--- src/hdl/sawfr_pkg.sv ---
// Shared types and constants for the stop-and-wait frame receiver.
package sawfr_pkg;

    localparam int unsigned KIND_W = 3;
    localparam int unsigned PHASE_W = 3;
    localparam int unsigned LEN_W = 6;
    localparam int unsigned SEQ_W = 4;
    localparam int unsigned TYPE_W = 6;

    localparam logic [1:0] CFG_START_DELIM = 2'd0;
    localparam logic [1:0] CFG_DATA_TYPE = 2'd1;
    localparam logic [1:0] CFG_END_TYPE = 2'd2;

    localparam logic [KIND_W-1:0] KIND_PAYLOAD = 3'd0;
    localparam logic [KIND_W-1:0] KIND_COMMIT = 3'd1;
    localparam logic [KIND_W-1:0] KIND_DUP = 3'd2;
    localparam logic [KIND_W-1:0] KIND_NACK = 3'd3;
    localparam logic [KIND_W-1:0] KIND_END = 3'd4;

    typedef struct packed {
        logic [7:0]        start_delimiter;
        logic [TYPE_W-1:0] data_type_code;
        logic [TYPE_W-1:0] end_type_code;
    } cfg_t;

    typedef struct packed {
        logic [PHASE_W-1:0] phase;
        logic [LEN_W-1:0]   payload_length;
        logic [LEN_W-1:0]   byte_count;
        logic [SEQ_W-1:0]   current_seq;
        logic [7:0]         parity_acc;
        logic [SEQ_W-1:0]   accepted_seq;
        logic               accepted_valid;
    } rx_state_t;

    typedef struct packed {
        logic              valid;
        logic [KIND_W-1:0] kind;
        logic [7:0]        payload_byte;
        logic [SEQ_W-1:0]  frame_seq;
        logic              last;
    } rx_result_t;

endpackage

--- src/hdl/stop_and_wait_frame_receiver.sv ---
// Top level of the stop-and-wait frame receiver with XOR parity check.
//
//  channel   dir  handshake                      payload
//  s_axis    in   s_axis_tvalid / s_axis_tready  tdata rx_byte, tuser frame_start
//  m_axis    out  m_axis_tvalid / m_axis_tready  tdata payload_byte, frame_seq; tuser kind
//  cfg       in   cfg_we                         cfg_addr, cfg_wdata
//
// One byte is taken per cycle unless the output stalls; its result is loaded
// into the output register with the transaction, set by a single pass through the parser.
// Reset returns the parser to idle, clears the accepted sequence and loads
// the register defaults. A stalled output holds its result; the input is
// taken again in the same cycle the held result leaves.
module stop_and_wait_frame_receiver (
    input  logic        clk,
    input  logic        rst_n,
    input  logic        s_axis_tvalid,
    output logic        s_axis_tready,
    input  logic [7:0]  s_axis_tdata,   // [7:0] rx_byte
    input  logic        s_axis_tuser,   // [0] frame_start
    output logic        m_axis_tvalid,
    input  logic        m_axis_tready,
    output logic [15:0] m_axis_tdata,   // [7:0] payload_byte, [11:8] frame_seq, [15:12] zero
    output logic [2:0]  m_axis_tuser,   // [2:0] kind
    output logic        m_axis_tlast,
    input  logic        cfg_we,
    input  logic [1:0]  cfg_addr,
    input  logic [7:0]  cfg_wdata
);

    sawfr_pkg::cfg_t       cfg_reg;
    sawfr_pkg::rx_state_t  st_reg;
    sawfr_pkg::rx_state_t  st_next;
    sawfr_pkg::rx_result_t res;
    sawfr_pkg::rx_result_t out_reg;
    logic                  in_accept;

    assign s_axis_tready = !out_reg.valid || m_axis_tready;
    assign in_accept = s_axis_tvalid && s_axis_tready;

    sawfr_parse u_parse (
        .cfg         (cfg_reg),
        .st          (st_reg),
        .rx_byte     (s_axis_tdata),
        .frame_start (s_axis_tuser),
        .st_next     (st_next),
        .res         (res)
    );

    always_ff @(posedge clk or negedge rst_n)
    begin
        if (!rst_n)
        begin
            cfg_reg.start_delimiter <= 8'd126;
            cfg_reg.data_type_code <= 6'd1;
            cfg_reg.end_type_code <= 6'd2;
        end
        else if (cfg_we)
        begin
            case (cfg_addr)
                sawfr_pkg::CFG_START_DELIM: cfg_reg.start_delimiter <= cfg_wdata;
                sawfr_pkg::CFG_DATA_TYPE:   cfg_reg.data_type_code <= cfg_wdata[5:0];
                sawfr_pkg::CFG_END_TYPE:    cfg_reg.end_type_code <= cfg_wdata[5:0];
                default:                    cfg_reg <= cfg_reg;
            endcase
        end
    end

    always_ff @(posedge clk or negedge rst_n)
    begin
        if (!rst_n)
        begin
            st_reg <= '0;
        end
        else if (in_accept)
        begin
            st_reg <= st_next;
        end
    end

    // hold the result until taken; load a new one on each input transaction
    always_ff @(posedge clk or negedge rst_n)
    begin
        if (!rst_n)
        begin
            out_reg <= '0;
        end
        else if (in_accept)
        begin
            out_reg <= res;
        end
        else if (m_axis_tready)
        begin
            out_reg.valid <= 1'b0;
        end
    end

    assign m_axis_tvalid = out_reg.valid;
    assign m_axis_tdata = {4'd0, out_reg.frame_seq, out_reg.payload_byte};
    assign m_axis_tuser = out_reg.kind;
    assign m_axis_tlast = out_reg.last;

endmodule

--- src/hdl/sawfr_parse.sv ---
// Frame parser: next state and result for one received byte.
module sawfr_parse (
    input  sawfr_pkg::cfg_t       cfg,
    input  sawfr_pkg::rx_state_t  st,
    input  logic [7:0]            rx_byte,
    input  logic                  frame_start,
    output sawfr_pkg::rx_state_t  st_next,
    output sawfr_pkg::rx_result_t res
);

    localparam logic [sawfr_pkg::PHASE_W-1:0] PH_IDLE = 3'd0;
    localparam logic [sawfr_pkg::PHASE_W-1:0] PH_HDR1 = 3'd1;
    localparam logic [sawfr_pkg::PHASE_W-1:0] PH_HDR2 = 3'd2;
    localparam logic [sawfr_pkg::PHASE_W-1:0] PH_PAYLOAD = 3'd3;
    localparam logic [sawfr_pkg::PHASE_W-1:0] PH_PARITY = 3'd4;

    logic [sawfr_pkg::TYPE_W-1:0] hdr_type;
    logic [sawfr_pkg::LEN_W-1:0]  count_inc;
    logic [sawfr_pkg::SEQ_W-1:0]  hdr_seq;
    logic                         frame_new;

    assign hdr_type = rx_byte[5:0];
    assign hdr_seq = {st.current_seq[3:2], rx_byte[7:6]};
    assign count_inc = st.byte_count + 6'd1;
    assign frame_new = !st.accepted_valid || (st.accepted_seq != st.current_seq);

    always_comb
    begin
        st_next = st;
        res.valid = 1'b0;
        res.kind = sawfr_pkg::KIND_PAYLOAD;
        res.payload_byte = 8'd0;
        res.last = 1'b0;
        if (frame_start)
        begin
            st_next.phase = (rx_byte == cfg.start_delimiter) ? PH_HDR1 : PH_IDLE;
        end
        else
        begin
            case (st.phase)
                PH_HDR1:
                begin
                    st_next.payload_length = rx_byte[7:2];
                    st_next.current_seq = {rx_byte[1:0], 2'b00};
                    st_next.parity_acc = rx_byte;
                    st_next.phase = PH_HDR2;
                end
                PH_HDR2:
                begin
                    st_next.current_seq = hdr_seq;
                    st_next.parity_acc = st.parity_acc ^ rx_byte;
                    st_next.phase = PH_IDLE;
                    if (hdr_type == cfg.end_type_code)
                    begin
                        res.valid = 1'b1;
                        res.kind = sawfr_pkg::KIND_END;
                        res.last = 1'b1;
                    end
                    else if (hdr_type == cfg.data_type_code)
                    begin
                        st_next.byte_count = '0;
                        st_next.phase = (st.payload_length == '0) ? PH_PARITY : PH_PAYLOAD;
                    end
                end
                PH_PAYLOAD:
                begin
                    st_next.parity_acc = st.parity_acc ^ rx_byte;
                    st_next.byte_count = count_inc;
                    if (count_inc >= st.payload_length)
                    begin
                        st_next.phase = PH_PARITY;
                    end
                    if (frame_new)
                    begin
                        res.valid = 1'b1;
                        res.kind = sawfr_pkg::KIND_PAYLOAD;
                        res.payload_byte = rx_byte;
                    end
                end
                PH_PARITY:
                begin
                    st_next.phase = PH_IDLE;
                    res.valid = 1'b1;
                    res.last = 1'b1;
                    if (st.parity_acc != rx_byte)
                    begin
                        res.kind = sawfr_pkg::KIND_NACK;
                    end
                    else if (frame_new)
                    begin
                        res.kind = sawfr_pkg::KIND_COMMIT;
                        st_next.accepted_seq = st.current_seq;
                        st_next.accepted_valid = 1'b1;
                    end
                    else
                    begin
                        res.kind = sawfr_pkg::KIND_DUP;
                    end
                end
                default:
                begin
                    st_next.phase = PH_IDLE;
                end
            endcase
        end
        res.frame_seq = st_next.current_seq;
    end

endmodule
--- config.mk ---
export PLATFORM = sky130hd
export DESIGN_NAME = stop_and_wait_frame_receiver
export DESIGN_NICKNAME = d
export VERILOG_FILES = /design/src/hdl/sawfr_pkg.sv /design/src/hdl/stop_and_wait_frame_receiver.sv /design/src/hdl/sawfr_parse.sv
export SDC_FILE = /design/constraint.sdc
export NUM_CORES = 1
export LEC_CHECK = 0
export BUFFER_PORTS_ARGS = -buffer_cell sky130_fd_sc_hd__buf_2
export CAP_MARGIN = 40
export CORE_UTILIZATION = 50
export DETAILED_ROUTE_END_ITERATION = 6
export PLACE_DENSITY = 0.73
export SLEW_MARGIN = 20
export SYNTH_ARGS = -nofsm -noshare
export SYNTH_HDL_FRONTEND = slang
export SYNTH_SLANG_ARGS = --single-unit
--- constraint.sdc ---
create_clock -name clk -period 2.12 [get_ports clk]
set_input_delay 0.106 -clock clk [delete_from_list [all_inputs] [get_ports clk]]
set_output_delay 0.106 -clock clk [all_outputs]
set_load 0.005 [all_outputs]
==> metrics <==
setup bufs post-CTS=0; Routed wire per std cell=16.86 um; RR Endpoint=st_reg[30]; number of routed nets with antenna violations=0; Layout Skew=a little under 0.008 ns; commonest non-fill, non-tap cell in the layout=dfrtp_1; Pwr Density=between 700 and 800 mW/mm2; Worst Hold Endpoint=cfg_reg[9]; critical path arrival=between 2 and 2.5 ns; most frequent cells in the layout=dfrtp_1, buf_2, mux2_2; min cycle time layout=2.218 ns; first-pass detailed-route iteration total=4; die area=0.007279 mm2; Residual DRC=0; Initial Util=around 53%; critical path depth=9; RSZ-0062 raised after global routing=true; crit path capture type=register; GPL Wtd Cong=about 0.83; post-synthesis adder-cell area fraction=approximately 2.5%; Setup crit start kind=register; synth top area cells=dfrtp_1, mux2_2, dfstp_2, xor2_1, mux2_4; CP Class=register to register; Hold Crit Depth=2; worst-path maximum fanout=3; number of diodes=0; Crit path required time=roughly 2.4 ns; CTS tree=done; post-synthesis xor/xnor area fraction=9.517%; CTS H-Tree Depth=3; fin worst setup slack=-0.09800 ns; hpwl dp=~5300 um; sequential share of power=a little under half; register area share after synthesis=around 47%; ys async rst share=100.0%; final-report hold violation count=0; R2R Setup Slk=-0.1 ns; Buf/Inv on CP=0; GRT Total Usage=a little under a quarter; IO Port Bufs=41; net load switching power=around 760 uW; core footprint=0.006531 mm2; row cnt=29; Final Setup Violations=2; CP max-delay cell=dfrtp_1; post-synth top area share=between 40 and 50%; clock buffer depth=2; initial antenna violation count=0; Post-Syn Area=roughly 0.0035 mm2; yosys warns=0; grt total ovfl=0; Post-Syn Instances=295; nets@finish=380; run status=finished with violations; utilization after layout=between 60% and 70%; number of synthesized flops with an enable pin=0; count of different cell masters after synthesis=47; M1 wire length=3241 um; Die H=85.32 um; count of cells along the worst register-to-register path=9; Top Metal Used=met4; pin count of the biggest net entering global routing=38; initial drt markers=between 150 and 200; period utilisation layout=104.6%; Clk pin slew, worst setup/hold paths=0.08 ns; power share of the combinational group=between 10% and 20%; Synth Area in Compound Gates=9.445%; routed length on met2=~3500 um; via count=2441; Top FF cell, synth=dfrtp_1; launch point of the worst reg-to-reg path=st_reg[17]; FF+latch count, synth=between 60 and 70; LEAKAGE=0.001943 uW; Post-Route WL=7266 um; FMAX=roughly 450 MHz; CP max stage delay=~0.36 ns; Internal Pwr Total=about 2200 uW; Clock power frac=around two fifths; Area Overhead vs Synth=17.12%; HP Start=cfg_wdata[3]; proportion of synthesized area in mux cells=13.84%; failing checks=negative setup slack; largest family of logic cells by synthesized area=multiplexers; Max IR drop VDD=about 0.00062 V; Vias/cell=5.664; number of CTS-inserted buffers=9; Die X=~85 um; Sw Ratio=25.68%; max_cap viols=0; Setup crit start=st_reg[17]; Hold Crit Class=input pin to register; CP top delay family=compound AO/OA/AOI/OAI gates; max reg flops=28; CP Cell Sequence=ha_2 -> nand3_2 -> xnor2_2 -> ha_1 -> a21o_1 -> a2111oi_2 -> o21ai_1 -> nor2b_4 -> mux2_2; met3 wire length=445 um; post-synthesis simple-gate area fraction=between 10% and 20%; share of cells above drive strength 1=39.83%; Pins Over Slew Limit=0; vias in the first global route=2498; Slew @ Worst Pin=0.6921 ns; Root Buffer=clkbuf_8; clk sink count=65; Post-Syn Area per Cell=approximately 12 um2; Tot Pwr=around 3000 uW; later-pin clock latency in the skew report=0.35 ns; dominant cell type by area after synthesis=dfrtp_1; I/O pins=46; first-pass GRT wire length=~12000 um; Slew headroom=a little over half
[synth_stat cells, drive strengths merged, types with 2 or more instances]
master / instances
xnor2: 13
nand3b: 2
ha: 7
or2: 2
nand2: 15
xor2: 23
nor4: 6
dfrtp: 57
nor2: 15
clkbuf: 4
a31oi: 3
o21ai: 5
inv: 9
a21o: 3
or4: 3
a311oi: 8
nand2b: 2
nor2b: 7
a22o: 8
buf: 18
nand4: 2
dfstp: 8
mux2: 40
a21oi: 9
nor3: 5
nand3: 5
o2bb2ai: 3
[worst max-delay path by stage]
stage	endpoint	slack [ns]
after floorplan	st_reg[29]	-0.11
after global placement	st_reg[30]	-0.09
after detailed placement	st_reg[30]	-0.17
after CTS	st_reg[30]	-0.11
after global routing	st_reg[29]	-0.20
final	st_reg[30]	-0.1
[through the flow]
| step | setup WS [ns] | setup TNS (ns) | instances | instance area [um2] | hold WS [ns] |
|---|---|---|---|---|---|
| 2_1_floorplan | -0.1119 | -0.2237 | 298 | 3497 | -0.1896 |
| 3_3_place_gp | -0.08950 | -0.1773 | 412 | 3772 | 0.1855 |
| 3_5_place_dp | -0.1676 | -0.3575 | 412 | 3772 | 0.1851 |
| 4_1_cts | -0.1056 | -0.2038 | 431 | 4040 | 0.0009854 |
| 5_1_grt | -0.1952 | -0.4166 | 431 | 4065 | 0.004025 |
| 6_report | -0.09800 | -0.1899 | 431 | 4065 | 0.004168 |
[kinds of logic (layout without fill, tap and decap cells)]
group / Yosys count / count (layout)
DFF: 65 / 65
buffers and inverters: 31 / 87
and+or+nand+nor: 70 / 70
AOI/OAI and AO/OA: 45 / 45
other: 1 / 4
muxes: 40 / 40
xor gates and xnor gates: 36 / 36
adders and majority gates: 7 / 7
[per-layer routing]
layer  up-vias  global-route usage (%)
met2        77                   35.85
met4         0                   7.424
met1      1211                   30.73
met3         6                   5.156
met5         -                       0
li1       1147                       -
[layout make-up]
type	count	area, um2
Fill cell	547	2466
Sequential cell	65	1637
Inverter	9	33.78
Clock buffer	9	123.9
Tap cell	77	96.34
Multi-Input combinational cell	202	1692
Timing Repair Buffer	62	382.9
Clock inverter	7	100.1
[worst reg2reg max path, cell delays in order (launching register included)]
cell	delay (ns)
dfrtp_1	0.36
ha_2	0.20
nand3_2	0.09
xnor2_2	0.15
ha_1	0.29
a21o_1	0.17
a2111oi_2	0.29
o21ai_1	0.14
nor2b_4	0.16
mux2_2	0.26
[repair_timing]
item / CTS / global route
pin swaps: 2 / 2
gates resized for setup: 3 / 5
hold buffers: 3 / 0
hold endpoints to repair: 30 / 0
setup endpoints to repair: 3 / 11
[power groups by stage]
| stage | Clock [uW] | Sequential, uW | Combinational, uW |
|---|---|---|---|
| after floorplan | 0 | 1420 | 266 |
| after global placement | 0 | 1440 | 349 |
| after detailed placement | 0 | 1440 | 360 |
| after CTS | 1210 | 1420 | 367 |
| after global routing | 1270 | 1430 | 410 |
| final | 1190 | 1420 | 365 |
Power figures use the tool's default switching activity.
